--- src/sv/rpsth_pkg.sv ---
// shared types, constants and helper functions for the rp set table
package rpsth_pkg;

   localparam int TABLE_DEPTH = 16;

   localparam int ADDR_W   = 32;
   localparam int LEN_W    = 6;
   localparam int PRIO_W   = 8;
   localparam int REQ_W    = 3;
   localparam int STATUS_W = 3;
   localparam int COUNT_W  = 5;
   localparam int HASH_W   = 31;

   localparam logic [ADDR_W-1:0] SEED_MUL  = 32'd1103515245;
   localparam logic [ADDR_W-1:0] SEED_ADD  = 32'd12345;
   localparam logic [LEN_W-1:0]  MAX_LEN   = 6'd32;

   // request codes
   localparam logic [REQ_W-1:0] REQ_ADD        = 3'd0;
   localparam logic [REQ_W-1:0] REQ_DEL_PREFIX = 3'd1;
   localparam logic [REQ_W-1:0] REQ_DEL_RP     = 3'd2;
   localparam logic [REQ_W-1:0] REQ_CLEAR      = 3'd3;
   localparam logic [REQ_W-1:0] REQ_LOOKUP     = 3'd4;

   // result status codes
   localparam logic [STATUS_W-1:0] ST_ADDED    = 3'd0;
   localparam logic [STATUS_W-1:0] ST_PRESENT  = 3'd1;
   localparam logic [STATUS_W-1:0] ST_REJECTED = 3'd2;
   localparam logic [STATUS_W-1:0] ST_FULL     = 3'd3;
   localparam logic [STATUS_W-1:0] ST_DELETED  = 3'd4;
   localparam logic [STATUS_W-1:0] ST_HIT      = 3'd5;
   localparam logic [STATUS_W-1:0] ST_MISS     = 3'd6;

   typedef struct packed {
      logic [ADDR_W-1:0] prefix;
      logic [LEN_W-1:0]  prefix_len;
      logic [LEN_W-1:0]  hash_len;
      logic [ADDR_W-1:0] rp;
      logic [PRIO_W-1:0] prio;
   } entry_type;

   function automatic logic [LEN_W-1:0] clamp_len(input logic [LEN_W-1:0] len);
      return (len > MAX_LEN) ? MAX_LEN : len;
   endfunction

   // len is already clamped to 0..32
   function automatic logic [ADDR_W-1:0] len_to_mask(input logic [LEN_W-1:0] len);
      return ~({ADDR_W{1'b1}} >> len);
   endfunction

   function automatic logic valid_host(input logic [ADDR_W-1:0] a);
      return (a[31:24] != 8'd0) && (a < 32'hE000_0000);
   endfunction

endpackage

--- src/sv/rpsth_if.sv ---
// request and response channel interfaces
interface rpsth_req_if;
   logic                           valid;
   logic                           ready;
   logic [rpsth_pkg::REQ_W-1:0]    req_type;
   logic [rpsth_pkg::ADDR_W-1:0]   req_group;
   logic [rpsth_pkg::LEN_W-1:0]    group_prefix_len;
   logic [rpsth_pkg::LEN_W-1:0]    req_hash_len;
   logic [rpsth_pkg::ADDR_W-1:0]   req_rp_addr;
   logic [rpsth_pkg::PRIO_W-1:0]   req_rp_prio;

   modport source (output valid, req_type, req_group, group_prefix_len, req_hash_len,
                   req_rp_addr, req_rp_prio, input ready);
   modport sink   (input valid, req_type, req_group, group_prefix_len, req_hash_len,
                   req_rp_addr, req_rp_prio, output ready);
endinterface

interface rpsth_rsp_if;
   logic                            valid;
   logic                            ready;
   logic [rpsth_pkg::STATUS_W-1:0]  status;
   logic [rpsth_pkg::ADDR_W-1:0]    chosen_rp;
   logic [rpsth_pkg::PRIO_W-1:0]    chosen_priority;
   logic [rpsth_pkg::COUNT_W-1:0]   removed_count;

   modport source (output valid, status, chosen_rp, chosen_priority, removed_count,
                   input ready);
   modport sink   (input valid, status, chosen_rp, chosen_priority, removed_count,
                   output ready);
endinterface

--- src/sv/rp_set_table_hash_select.sv ---
// rp candidate table: add, delete, clear and hash-based rp lookup
// requests are handled one at a time: each entry is scanned in S_READ and S_EVAL through the
//   single ram read port, a lookup runs each covering entry through the hash unit (S_HASH1,
//   S_HASH2), and rejected and reserved requests skip the scan; the next request is accepted
//   once the result is loaded into the output register, so a stalled result holds the table
// reset: all entries invalid, sequencer idle, no result pending
module rp_set_table_hash_select #(
   parameter int TABLE_DEPTH = rpsth_pkg::TABLE_DEPTH
) (
   input logic            clock,
   input logic            reset,
   rpsth_req_if.sink      req_bus,
   rpsth_rsp_if.source    rsp_bus
);

   localparam int IDX_W = $clog2(TABLE_DEPTH);
   localparam logic [IDX_W-1:0] LAST_IDX = IDX_W'(TABLE_DEPTH - 1);

   typedef enum logic [2:0] {
      S_IDLE,
      S_READ,
      S_EVAL,
      S_HASH1,
      S_HASH2,
      S_WRITE,
      S_REPLY
   } state_type;

   // sequencer state
   state_type                         state_ff, state_in;
   logic [IDX_W-1:0]                  idx_ff, idx_in;
   logic [TABLE_DEPTH-1:0]            valid_ff, valid_in;

   // captured request
   logic [rpsth_pkg::REQ_W-1:0]       op_ff, op_in;
   logic [rpsth_pkg::ADDR_W-1:0]      grp_ff, grp_in;
   logic [rpsth_pkg::ADDR_W-1:0]      pfx_ff, pfx_in;
   logic [rpsth_pkg::LEN_W-1:0]       plen_ff, plen_in;
   logic [rpsth_pkg::LEN_W-1:0]       hlen_ff, hlen_in;
   logic [rpsth_pkg::ADDR_W-1:0]      rp_ff, rp_in;
   logic [rpsth_pkg::PRIO_W-1:0]      pri_ff, pri_in;

   // scan results
   logic                              present_ff, present_in;
   logic                              free_found_ff, free_found_in;
   logic [IDX_W-1:0]                  free_idx_ff, free_idx_in;
   logic                              inh_found_ff, inh_found_in;
   logic [rpsth_pkg::LEN_W-1:0]       inh_hlen_ff, inh_hlen_in;
   logic [rpsth_pkg::COUNT_W-1:0]     removed_ff, removed_in;
   logic                              found_ff, found_in;
   logic [rpsth_pkg::PRIO_W-1:0]      best_pri_ff, best_pri_in;
   logic [rpsth_pkg::HASH_W-1:0]      best_hash_ff, best_hash_in;
   logic [rpsth_pkg::ADDR_W-1:0]      best_rp_ff, best_rp_in;
   logic [rpsth_pkg::STATUS_W-1:0]    res_status_ff, res_status_in;

   // output register
   logic                              rsp_valid_ff, rsp_valid_in;
   logic [rpsth_pkg::STATUS_W-1:0]    rsp_status_ff, rsp_status_in;
   logic [rpsth_pkg::ADDR_W-1:0]      rsp_rp_ff, rsp_rp_in;
   logic [rpsth_pkg::PRIO_W-1:0]      rsp_pri_ff, rsp_pri_in;
   logic [rpsth_pkg::COUNT_W-1:0]     rsp_removed_ff, rsp_removed_in;

   // entry storage and hash unit
   rpsth_pkg::entry_type              ent;
   rpsth_pkg::entry_type              wr_ent;
   logic                              ram_wr_en;
   logic [rpsth_pkg::ADDR_W-1:0]      mac_operand;
   logic [rpsth_pkg::ADDR_W-1:0]      mac_result;
   logic [rpsth_pkg::HASH_W-1:0]      ent_hash;
   logic                              out_free;
   logic                              last_entry;
   logic                              ent_valid;
   logic                              same_prefix;
   logic                              covers_group;
   logic                              better;
   logic [rpsth_pkg::LEN_W-1:0]       in_plen;

   rpsth_ram #(
      .WIDTH ($bits(rpsth_pkg::entry_type)),
      .DEPTH (TABLE_DEPTH)
   ) u_entry_ram (
      .clock      (clock),
      .wr_en      (ram_wr_en),
      .wr_addr    (free_idx_ff),
      .wr_data    (wr_ent),
      .rd_addr    (idx_ff),
      .rd_data_ff (ent)
   );

   rpsth_mac u_mac (
      .clock     (clock),
      .operand   (mac_operand),
      .result_ff (mac_result)
   );

   assign req_bus.ready           = (state_ff == S_IDLE);
   assign rsp_bus.valid           = rsp_valid_ff;
   assign rsp_bus.status          = rsp_status_ff;
   assign rsp_bus.chosen_rp       = rsp_rp_ff;
   assign rsp_bus.chosen_priority = rsp_pri_ff;
   assign rsp_bus.removed_count   = rsp_removed_ff;

   // ram data is valid from S_EVAL on and stays put while idx holds
   assign last_entry   = (idx_ff == LAST_IDX);
   assign ent_valid    = valid_ff[idx_ff];
   assign same_prefix  = (ent.prefix == pfx_ff) && (ent.prefix_len == plen_ff);
   assign covers_group = ((grp_ff & rpsth_pkg::len_to_mask(ent.prefix_len)) == ent.prefix);
   assign in_plen      = rpsth_pkg::clamp_len(req_bus.group_prefix_len);

   // first pass masks the group, second pass folds in the entry's rp
   assign mac_operand = (state_ff == S_HASH1) ? (mac_result ^ ent.rp)
                                              : (grp_ff & rpsth_pkg::len_to_mask(ent.hash_len));
   assign ent_hash    = mac_result[rpsth_pkg::HASH_W-1:0];

   // lowest priority value, then highest hash, then highest rp
   assign better = !found_ff || (ent.prio < best_pri_ff) ||
                   ((ent.prio == best_pri_ff) &&
                    ((ent_hash > best_hash_ff) ||
                     ((ent_hash == best_hash_ff) && (ent.rp > best_rp_ff))));

   // new entry, hash length inherited from an existing identical prefix
   always_comb begin
      wr_ent.prefix     = pfx_ff;
      wr_ent.prefix_len = plen_ff;
      wr_ent.hash_len   = inh_found_ff ? inh_hlen_ff : hlen_ff;
      wr_ent.rp         = rp_ff;
      wr_ent.prio       = pri_ff;
   end

   assign out_free = !rsp_valid_ff || rsp_bus.ready;

   always_comb begin
      state_in       = state_ff;
      idx_in         = idx_ff;
      valid_in       = valid_ff;
      op_in          = op_ff;
      grp_in         = grp_ff;
      pfx_in         = pfx_ff;
      plen_in        = plen_ff;
      hlen_in        = hlen_ff;
      rp_in          = rp_ff;
      pri_in         = pri_ff;
      present_in     = present_ff;
      free_found_in  = free_found_ff;
      free_idx_in    = free_idx_ff;
      inh_found_in   = inh_found_ff;
      inh_hlen_in    = inh_hlen_ff;
      removed_in     = removed_ff;
      found_in       = found_ff;
      best_pri_in    = best_pri_ff;
      best_hash_in   = best_hash_ff;
      best_rp_in     = best_rp_ff;
      res_status_in  = res_status_ff;
      rsp_valid_in   = rsp_valid_ff;
      rsp_status_in  = rsp_status_ff;
      rsp_rp_in      = rsp_rp_ff;
      rsp_pri_in     = rsp_pri_ff;
      rsp_removed_in = rsp_removed_ff;
      ram_wr_en      = 1'b0;

      // result taken by the sink
      if (rsp_valid_ff && rsp_bus.ready) begin
         rsp_valid_in = 1'b0;
      end

      unique case (state_ff)
         S_IDLE: begin
            if (req_bus.valid) begin
               op_in         = req_bus.req_type;
               grp_in        = req_bus.req_group;
               plen_in       = in_plen;
               pfx_in        = req_bus.req_group & rpsth_pkg::len_to_mask(in_plen);
               hlen_in       = rpsth_pkg::clamp_len(req_bus.req_hash_len);
               rp_in         = req_bus.req_rp_addr;
               pri_in        = req_bus.req_rp_prio;
               idx_in        = '0;
               present_in    = 1'b0;
               free_found_in = 1'b0;
               inh_found_in  = 1'b0;
               removed_in    = '0;
               found_in      = 1'b0;
               best_pri_in   = '0;
               best_rp_in    = '0;
               res_status_in = rpsth_pkg::ST_REJECTED;
               state_in      = S_REPLY;
               if (req_bus.req_type == rpsth_pkg::REQ_ADD) begin
                  // group must be class d and the rp a usable unicast host
                  if ((req_bus.req_group[31:28] == 4'hE) &&
                      rpsth_pkg::valid_host(req_bus.req_rp_addr)) begin
                     state_in = S_READ;
                  end
               end else if ((req_bus.req_type == rpsth_pkg::REQ_DEL_PREFIX) ||
                            (req_bus.req_type == rpsth_pkg::REQ_DEL_RP) ||
                            (req_bus.req_type == rpsth_pkg::REQ_CLEAR)) begin
                  res_status_in = rpsth_pkg::ST_DELETED;
                  state_in      = S_READ;
               end else if (req_bus.req_type == rpsth_pkg::REQ_LOOKUP) begin
                  state_in = S_READ;
               end
            end
         end

         // ram read in flight for entry idx
         S_READ: begin
            state_in = S_EVAL;
         end

         S_EVAL: begin
            state_in = last_entry ? ((op_ff == rpsth_pkg::REQ_ADD) ? S_WRITE : S_REPLY)
                                  : S_READ;
            idx_in   = idx_ff + 1'b1;
            if (op_ff == rpsth_pkg::REQ_ADD) begin
               if (!ent_valid) begin
                  if (!free_found_ff) begin
                     free_found_in = 1'b1;
                     free_idx_in   = idx_ff;
                  end
               end else if (same_prefix) begin
                  if (!inh_found_ff) begin
                     inh_found_in = 1'b1;
                     inh_hlen_in  = ent.hash_len;
                  end
                  if ((ent.rp == rp_ff) && (ent.prio == pri_ff)) begin
                     present_in = 1'b1;
                  end
               end
            end else if (op_ff == rpsth_pkg::REQ_LOOKUP) begin
               // covering entry: run it through the hash unit before moving on
               if (ent_valid && covers_group) begin
                  state_in = S_HASH1;
                  idx_in   = idx_ff;
               end
            end else begin
               if (ent_valid &&
                   ((op_ff == rpsth_pkg::REQ_CLEAR) ||
                    ((op_ff == rpsth_pkg::REQ_DEL_PREFIX) && same_prefix) ||
                    ((op_ff == rpsth_pkg::REQ_DEL_RP) && (ent.rp == rp_ff)))) begin
                  valid_in[idx_ff] = 1'b0;
                  if (removed_ff != {rpsth_pkg::COUNT_W{1'b1}}) begin
                     removed_in = removed_ff + 1'b1;
                  end
               end
            end
         end

         // first multiply-add result registered, second one issued
         S_HASH1: begin
            state_in = S_HASH2;
         end

         S_HASH2: begin
            if (better) begin
               found_in     = 1'b1;
               best_pri_in  = ent.prio;
               best_hash_in = ent_hash;
               best_rp_in   = ent.rp;
            end
            state_in = last_entry ? S_REPLY : S_READ;
            idx_in   = idx_ff + 1'b1;
         end

         S_WRITE: begin
            if (present_ff) begin
               res_status_in = rpsth_pkg::ST_PRESENT;
            end else if (!free_found_ff) begin
               res_status_in = rpsth_pkg::ST_FULL;
            end else begin
               ram_wr_en             = 1'b1;
               valid_in[free_idx_ff] = 1'b1;
               res_status_in         = rpsth_pkg::ST_ADDED;
            end
            state_in = S_REPLY;
         end

         // hand the result to the output register once it is free
         S_REPLY: begin
            if (out_free) begin
               rsp_valid_in   = 1'b1;
               rsp_rp_in      = best_rp_ff;
               rsp_pri_in     = best_pri_ff;
               rsp_removed_in = removed_ff;
               if (op_ff == rpsth_pkg::REQ_LOOKUP) begin
                  rsp_status_in = found_ff ? rpsth_pkg::ST_HIT : rpsth_pkg::ST_MISS;
               end else begin
                  rsp_status_in = res_status_ff;
               end
               state_in = S_IDLE;
            end
         end

         default: begin
            state_in = S_IDLE;
         end
      endcase
   end

   always_ff @(posedge clock) begin
      state_ff       <= state_in;
      idx_ff         <= idx_in;
      valid_ff       <= valid_in;
      op_ff          <= op_in;
      grp_ff         <= grp_in;
      pfx_ff         <= pfx_in;
      plen_ff        <= plen_in;
      hlen_ff        <= hlen_in;
      rp_ff          <= rp_in;
      pri_ff         <= pri_in;
      present_ff     <= present_in;
      free_found_ff  <= free_found_in;
      free_idx_ff    <= free_idx_in;
      inh_found_ff   <= inh_found_in;
      inh_hlen_ff    <= inh_hlen_in;
      removed_ff     <= removed_in;
      found_ff       <= found_in;
      best_pri_ff    <= best_pri_in;
      best_hash_ff   <= best_hash_in;
      best_rp_ff     <= best_rp_in;
      res_status_ff  <= res_status_in;
      rsp_valid_ff   <= rsp_valid_in;
      rsp_status_ff  <= rsp_status_in;
      rsp_rp_ff      <= rsp_rp_in;
      rsp_pri_ff     <= rsp_pri_in;
      rsp_removed_ff <= rsp_removed_in;
      if (reset) begin
         state_ff     <= S_IDLE;
         valid_ff     <= '0;
         rsp_valid_ff <= 1'b0;
      end
   end

endmodule

--- src/sv/rpsth_ram.sv ---
// generic simple dual-port ram with registered read
module rpsth_ram #(
   parameter int WIDTH = 8,
   parameter int DEPTH = 16
) (
   input  logic                     clock,
   input  logic                     wr_en,
   input  logic [$clog2(DEPTH)-1:0] wr_addr,
   input  logic [WIDTH-1:0]         wr_data,
   input  logic [$clog2(DEPTH)-1:0] rd_addr,
   output logic [WIDTH-1:0]         rd_data_ff
);

   logic [WIDTH-1:0] mem_ff [DEPTH];

   always_ff @(posedge clock) begin
      if (wr_en) begin
         mem_ff[wr_addr] <= wr_data;
      end
      rd_data_ff <= mem_ff[rd_addr];
   end

endmodule

--- src/sv/rpsth_mac.sv ---
// shared registered multiply-add stage of the hash: seed_mul * x + seed_add
module rpsth_mac (
   input  logic                         clock,
   input  logic [rpsth_pkg::ADDR_W-1:0] operand,
   output logic [rpsth_pkg::ADDR_W-1:0] result_ff
);

   logic [rpsth_pkg::ADDR_W-1:0] result_in;

   // low 32 bits only, wraps like the protocol hash
   assign result_in = rpsth_pkg::SEED_MUL * operand + rpsth_pkg::SEED_ADD;

   always_ff @(posedge clock) begin
      result_ff <= result_in;
   end

endmodule
--- src/flat_wrapper.sv ---
// flat-port wrapper written by rule: the top's interface ports become plain ports
module rp_set_table_hash_select_flat 
#(
   parameter int TABLE_DEPTH = rpsth_pkg::TABLE_DEPTH
)
  (clock, reset, req_bus_valid, req_bus_req_type, req_bus_req_group, req_bus_group_prefix_len, req_bus_req_hash_len, req_bus_req_rp_addr, req_bus_req_rp_prio, req_bus_ready, rsp_bus_valid, rsp_bus_status, rsp_bus_chosen_rp, rsp_bus_chosen_priority, rsp_bus_removed_count, rsp_bus_ready);
  rpsth_req_if req_bus_i ();
  rpsth_rsp_if rsp_bus_i ();
  input logic clock;
  input logic reset;
  input wire logic [$bits(req_bus_i.valid)-1:0] req_bus_valid;
  input wire logic [$bits(req_bus_i.req_type)-1:0] req_bus_req_type;
  input wire logic [$bits(req_bus_i.req_group)-1:0] req_bus_req_group;
  input wire logic [$bits(req_bus_i.group_prefix_len)-1:0] req_bus_group_prefix_len;
  input wire logic [$bits(req_bus_i.req_hash_len)-1:0] req_bus_req_hash_len;
  input wire logic [$bits(req_bus_i.req_rp_addr)-1:0] req_bus_req_rp_addr;
  input wire logic [$bits(req_bus_i.req_rp_prio)-1:0] req_bus_req_rp_prio;
  output wire logic [$bits(req_bus_i.ready)-1:0] req_bus_ready;
  output wire logic [$bits(rsp_bus_i.valid)-1:0] rsp_bus_valid;
  output wire logic [$bits(rsp_bus_i.status)-1:0] rsp_bus_status;
  output wire logic [$bits(rsp_bus_i.chosen_rp)-1:0] rsp_bus_chosen_rp;
  output wire logic [$bits(rsp_bus_i.chosen_priority)-1:0] rsp_bus_chosen_priority;
  output wire logic [$bits(rsp_bus_i.removed_count)-1:0] rsp_bus_removed_count;
  input wire logic [$bits(rsp_bus_i.ready)-1:0] rsp_bus_ready;
  assign req_bus_i.valid = req_bus_valid;
  assign req_bus_i.req_type = req_bus_req_type;
  assign req_bus_i.req_group = req_bus_req_group;
  assign req_bus_i.group_prefix_len = req_bus_group_prefix_len;
  assign req_bus_i.req_hash_len = req_bus_req_hash_len;
  assign req_bus_i.req_rp_addr = req_bus_req_rp_addr;
  assign req_bus_i.req_rp_prio = req_bus_req_rp_prio;
  assign req_bus_ready = req_bus_i.ready;
  assign rsp_bus_valid = rsp_bus_i.valid;
  assign rsp_bus_status = rsp_bus_i.status;
  assign rsp_bus_chosen_rp = rsp_bus_i.chosen_rp;
  assign rsp_bus_chosen_priority = rsp_bus_i.chosen_priority;
  assign rsp_bus_removed_count = rsp_bus_i.removed_count;
  assign rsp_bus_i.ready = rsp_bus_ready;
  rp_set_table_hash_select #(.TABLE_DEPTH(TABLE_DEPTH)) u_core (.clock(clock), .reset(reset), .req_bus(req_bus_i), .rsp_bus(rsp_bus_i));
endmodule
--- config.mk ---
export PLATFORM = sky130hd
export DESIGN_NAME = rp_set_table_hash_select_flat
export DESIGN_NICKNAME = d
export VERILOG_FILES = /design/src/sv/rpsth_pkg.sv /design/src/sv/rpsth_if.sv /design/src/sv/rp_set_table_hash_select.sv /design/src/sv/rpsth_ram.sv /design/src/sv/rpsth_mac.sv /design/src/flat_wrapper.sv
export SDC_FILE = /design/constraint.sdc
export NUM_CORES = 2
export LEC_CHECK = 0
export ABC_AREA = 1
export BUFFER_PORTS_ARGS = -buffer_cell sky130_fd_sc_hd__buf_4
export CAP_MARGIN = 30
export CORE_ASPECT_RATIO = 1.2
export CORE_MARGIN = 4
export CORE_UTILIZATION = 31
export CTS_BUF_LIST = sky130_fd_sc_hd__clkbuf_4 sky130_fd_sc_hd__clkbuf_8 sky130_fd_sc_hd__clkbuf_16
export DETAILED_ROUTE_END_ITERATION = 12
export PLACE_DENSITY = 0.52
export SKIP_CTS_REPAIR_TIMING = 1
export SLEW_MARGIN = 20
export SYNTH_ARGS = -nofsm -noshare
export SYNTH_HDL_FRONTEND = slang
export SYNTH_HIERARCHICAL = 1
export SYNTH_SLANG_ARGS = --single-unit
--- constraint.sdc ---
create_clock -name clock -period 7.6 [get_ports clock]
set_input_delay 0.38 -clock clock [delete_from_list [all_inputs] [get_ports clock]]
set_output_delay 0.38 -clock clock [all_outputs]
set_load 0.03 [all_outputs]
Word level (Yosys, flattened, before mapping)
Memories as Yosys holds them, arrays and structs flattened. A register that Yosys moved wholly into a read port is not among the register bits.
Cells that the tools add are included.
{"block": "op_classes", "reduce_logical": 46, "shifts": 3, "n_addsub": 3, "bitwise_logic": 13, "multipliers": 1, "eq_ne": 39, "magnitude_cmp": 10, "n_mux": 76}
{"cell": "$and 32x32->32", "count": 3}
{"cell": "$eq 32x32->1", "count": 3}
{"cell": "$mux 32", "count": 3}
{"cell": "$not 32->32", "count": 3}
{"cell": "$shr 32x6->32 const A", "count": 3}
{"cell": "$mux 16", "count": 5}
{"cell": "$pmux 32 s2", "count": 1}
{"cell": "$mux 3", "count": 16}
{"cell": "$add 32x14->32 const B", "count": 1}
{"cell": "$gt 32x32->1", "count": 1}
{"cell": "$lt 32x32->1 const B", "count": 1}
{"cell": "$mul 31x32->32 const A", "count": 1}
{"cell": "$pmux 16 s2", "count": 1}
{"cell": "$xor 32x32->32", "count": 1}
{"cell": "$eq 31x31->1", "count": 1}
{"cell": "$gt 31x31->1", "count": 1}
{"cell": "$mux 5", "count": 5}
{"cell": "$mux 1", "count": 22}
{"cell": "$pmux 3 s7", "count": 1}
{"cell": "$eq 3x2->1 const B", "count": 6}
{"cell": "$ne 2x1->1 const B", "count": 9}
{"cell": "$reduce_and 6->1", "count": 3}
{"cell": "$and 16x16->16", "count": 1}
{"cell": "$eq 8x8->1", "count": 2}
{"cell": "38 further kinds", "count": 97}
{"block": "word_totals", "elab_cells": 219, "inputBits": 91, "ff_bits": 316, "mem_bits_rw": 1344, "out_inout_bits": 50, "memories": 1}
{"memory": "u_core.u_entry_ram.mem_ff", "words": 16, "width": 84, "rd": 1, "rd_ports_with_merged_regs": 1, "write_ports": 1, "line": "rpsth_ram.sv:14", "rtl": "logic [WIDTH-1:0] mem_ff [DEPTH];"}

Depth between registers and ports, before layout
{"block": "logic_depth", "ltp_word": 10, "ltp_mapped": 32, "mapped_depth_nobuf": 32}

Hierarchy
The synthesis kept the hierarchy.
{"mod": "rpsth_ram", "cells_each": 5517, "n_inst": 1, "area_per_inst_um2": 58935.3, "seq_area_each_um2": 42040.3}
{"mod": "rp_set_table_hash_select", "cells_each": 1695, "n_inst": 1, "area_per_inst_um2": 15607.5, "seq_area_each_um2": 8328.0}
{"mod": "rpsth_mac", "cells_each": 1227, "n_inst": 1, "area_per_inst_um2": 10442.5, "seq_area_each_um2": 640.6}

Worst setup path after synthesis
No wires, ideal clock.
{"block": "synth_path", "kind": "reg2reg", "start": "register u_core.state_ff[2]", "end": "register u_core/u_mac/result_ff[25] in the netlist's numbering", "synth_period_minus_slack_ns": 7.210, "path_stages_with_launch": 30, "slack_ns": 0.390, "setup_time_ns": 0.119, "n_path_buf": 2, "required_ns": 7.481, "t_arrival_ns": 7.091, "cell_sequence": "dfxtp_1 -> clkbuf_1 -> nor3_1 -> clkinv_1 -> clkbuf_1 -> o21ai_0 -> ha_1 -> xor2_1 -> ha_1 -> a21oi_1 -> fa_1 -> fa_1 -> inv_1 -> fa_1 -> inv_1 -> fa_1 -> inv_1 -> fa_1 -> inv_1 -> fa_1 -> inv_1 -> ha_1 -> nand2_1 -> nor2_1 -> inv_2 -> nor3_2 -> nand4_1 -> nand3_1 -> a21oi_1 -> xnor2_1"}
{"block": "synth_between", "elab_chain_len": 4}
{"element": "from (decl)", "line": "rp_set_table_hash_select.sv:30", "rtl": "state_type state_ff, state_in;"}
{"element": "from (signal assigned)", "line": "rp_set_table_hash_select.sv:298", "rtl": "state_ff <= state_in;"}
{"element": "$eq 3x2->1", "line": "rp_set_table_hash_select.sv:111", "rtl": "assign mac_operand = (state_ff == S_HASH1) ? (mac_result ^ ent.rp)"}
{"element": "$mux 32", "line": "rp_set_table_hash_select.sv:111"}
{"element": "via u_core.mac_operand (one bit)", "line": "rp_set_table_hash_select.sv:67", "rtl": "logic [rpsth_pkg::ADDR_W-1:0] mac_operand;"}
{"element": "$mul 31x32->32", "line": "rpsth_mac.sv:11", "rtl": "assign result_in = rpsth_pkg::SEED_MUL * operand + rpsth_pkg::SEED_ADD;"}
{"element": "$add 32x14->32", "line": "rpsth_mac.sv:11"}
{"element": "via u_core.u_mac.result_in (one bit)", "line": "rpsth_mac.sv:8", "rtl": "logic [rpsth_pkg::ADDR_W-1:0] result_in;"}
{"element": "to (signal assigned)", "line": "rpsth_mac.sv:14", "rtl": "result_ff <= result_in;"}
{"element": "to (decl)", "line": "rpsth_mac.sv:5", "rtl": "output logic [rpsth_pkg::ADDR_W-1:0] result_ff"}
The timed path passes the listed nets, and every way through them passes these cells.
A chain may end at the register's enable or synchronous reset.

Final worst setup path
{"block": "layout_path", "start": "register u_core.state_ff[0]", "end": "register u_core/u_mac/result_ff[29] in the netlist's numbering"}
Same word-level chain as after synthesis.

==> impl_metrics.csv <==
group,metric,value,unit
floorplanning,core,270000,um2
synthesis,synthCells,8298,
synthesis,synth_nets,8858,
cells_and_area,nFillCells,26900,
global_routing,grt_pass1_vias,55700,
timing,min_period,7280,ps
setup_path,cp.required,8290,ps
setup_path,cp-start-kind,"flop",
placed_design,dpl.hpwl,158000,um
cells_and_area,fin_cells,12300,
clocking,cts-htree-levels,4,
setup_path,slowest_stage,"fa_1",
job,max-cap-violations,0,
global_routing,grt_pass1_wl,381000,um
timing,fin_skew,90.9,ps
setup_path,cp_slowest_stage_delay,530,ps
timing,setup_viol,0,
setup_path,worst-endpoint-arrival,7970,ps
global_routing,grt_max_degree,192,
setup_path,end_kind,"flop",
cells_and_area,final_nets,9103,
timing,tightest_slew,1100,ps
detailed_routing,drtIter0Drc,4711,
timing,rsz0062_at_grt,"false",
detailed_routing,antenna_left,0,
floorplanning,start_util,0.312,
floorplanning,ioPinCount,141,
global_routing,track_usage,0.182,
clocking,numCtsBuffers,181,
detailed_routing,vias,57300,
run_status,outcome,"finished with violations",
timing,relSlewSlack,0.267,
synthesis,yosysWarnings,6,
detailed_routing,routed_wl,262000,um
floorplanning,num_rows,209,
clocking,path_clk_slew,60,ps
synthesis,avgSynthCellArea,10.2,um2
detailed_routing,wl_per_cell,21.4,um
cells_and_area,syn_to_final_growth,14.8,%
timing,hold_violations,0,
synthesis,netlist_area,84300,um2
worst_hold_path,hold_class,"in2reg",
timing,fin_crit_sh,0.958,
placed_design,routabilityCongestion,0.900,
placed_design,port_buffers,140,
clocking,insertion_delay,880,ps
detailed_routing,first_pass_iters,10,
floorplanning,die_x,484,um
timing,finalSetupTns,0,ps
detailed_routing,drc,1,
cells_and_area,drive_gt1_frac,0.0767,
clocking,root_buffer,"clkbuf_16",
setup_path,critical_path_class,"reg2reg",
clocking,cts_tree,"yes",
timing,drv_slew,0,
clocking,clockBufferDepth,4,
clocking,cts.sinks,1743,
timing,fmax,137,MHz
detailed_routing,vias_per_cell,4.67,
placed_design,dpl.cell_count,11900,
global_routing,antenna_found_initial,13,
run_status,violations,"DRC",
setup_path,worstPathMaxFanout,44,
global_routing,grt_overflow,0,
floorplanning,die_y,579,um
floorplanning,die-area,280000,um2
## worst paths after layout
path                                start                                end  slack, ps  cells past startpoint
setup / recovery       u_core/state_ff[0]         u_core/u_mac/result_ff[29]        320                     30
hold / removal    req_bus_req_hash_len[0]                  u_core/hlen_ff[0]         20                      3
setup reg to reg       u_core/state_ff[0]         u_core/u_mac/result_ff[29]        320                     30
hold reg to reg     u_core/best_pri_ff[5]  u_core/rsp_bus.chosen_priority[5]        420                      0
## metrics by stage
step | hold WS [ps] | area [um2] | utilization | worst slack, ps
3_5_place_dp | 435 | 90000 | 0.333 | 391
5_1_grt | 32.5 | 96800 | 0.358 | 32.1
6_report | 21.6 | 96800 | 0.358 | 320
2_1_floorplan | 426 | 84300 | - | 390
4_1_cts | -362 | 95900 | 0.355 | 398
3_3_place_gp | 429 | 89900 | 0.332 | 351
## layout make-up
type	instances	area, um2	area share
clock buffer	221	4950	0.0511
sequential	1743	51000	0.527
multi-input combinational	4527	25500	0.264
antenna	8	20.0	0.000207
timing repair buffer	374	3370	0.0348
inverter	1716	6470	0.0668
tap	3587	4490	0.0464
clock inverter	103	983	0.0102
## state kept, by name, summed over array words and instances, names as in the netlist, 32 cells and up
signal                         flops
u_core/u_entry_ram/mem_ff       1344
u_core/u_entry_ram/rd_data_ff     84
u_core/best_rp_ff                 32
u_core/grp_ff                     32
u_core/pfx_ff                     32
u_core/rp_ff                      32
u_core/rsp_bus.chosen_rp          32
## metal layers
layer / part of all wire / global-route usage / routed length, um / vias to the layer above
met1: 0.41 / 0.229 / 108000 / 28100
met3: 0.052 / 0.0235 / 13600 / 453
met4: 0.041 / 0.0680 / 10900 / 4
li1: - / - / - / 27100
met5: 0.000091 / 0 / 24 / -
met2: 0.50 / 0.322 / 130000 / 1657
## cells in the final DEF, fill, tap and decap left out, types with 6 or more instances in the layout
master	n
ha_1	282
inv_1	1687
clkbuf_8	14
nand2_1	2196
clkbuf_16	183
inv_6	7
diode_2	8
nand3_1	1088
o21ai_0	102
nand3b_1	11
o21a_1	8
edfxtp_1	1608
mux2_2	6
o21bai_1	6
nor2_4	16
nand2_2	7
bufinv_16	17
inv_2	22
clkbuf_4	24
clkinv_2	35
nor3_1	21
xor2_1	32
xnor2_1	88
nand4_1	37
nor4_1	6
nor2_1	222
a21oi_1	107
buf_4	263
dfxtp_1	135
o22ai_1	9
dlygate4sd3_1	86
fa_1	187
o211ai_1	10
buf_12	21
o21ai_1	10
a31oi_1	15
or2_2	8
clkinv_1	38
## critical path, delay by kind of cell (launching register included)
| kind | cells | cell delay, ps |
|---|---|---|
| flops | 1 | 470 |
| fa+ha+maj | 9 | 3820 |
| buf+inv | 11 | 1100 |
| compound gates | 6 | 970 |
| xor+xnor | 2 | 420 |
| simple gates | 2 | 390 |
Power is left out: the tool's default activity adds up to more than one toggle a clock period on the data nets, which glitch-free logic cannot reach.
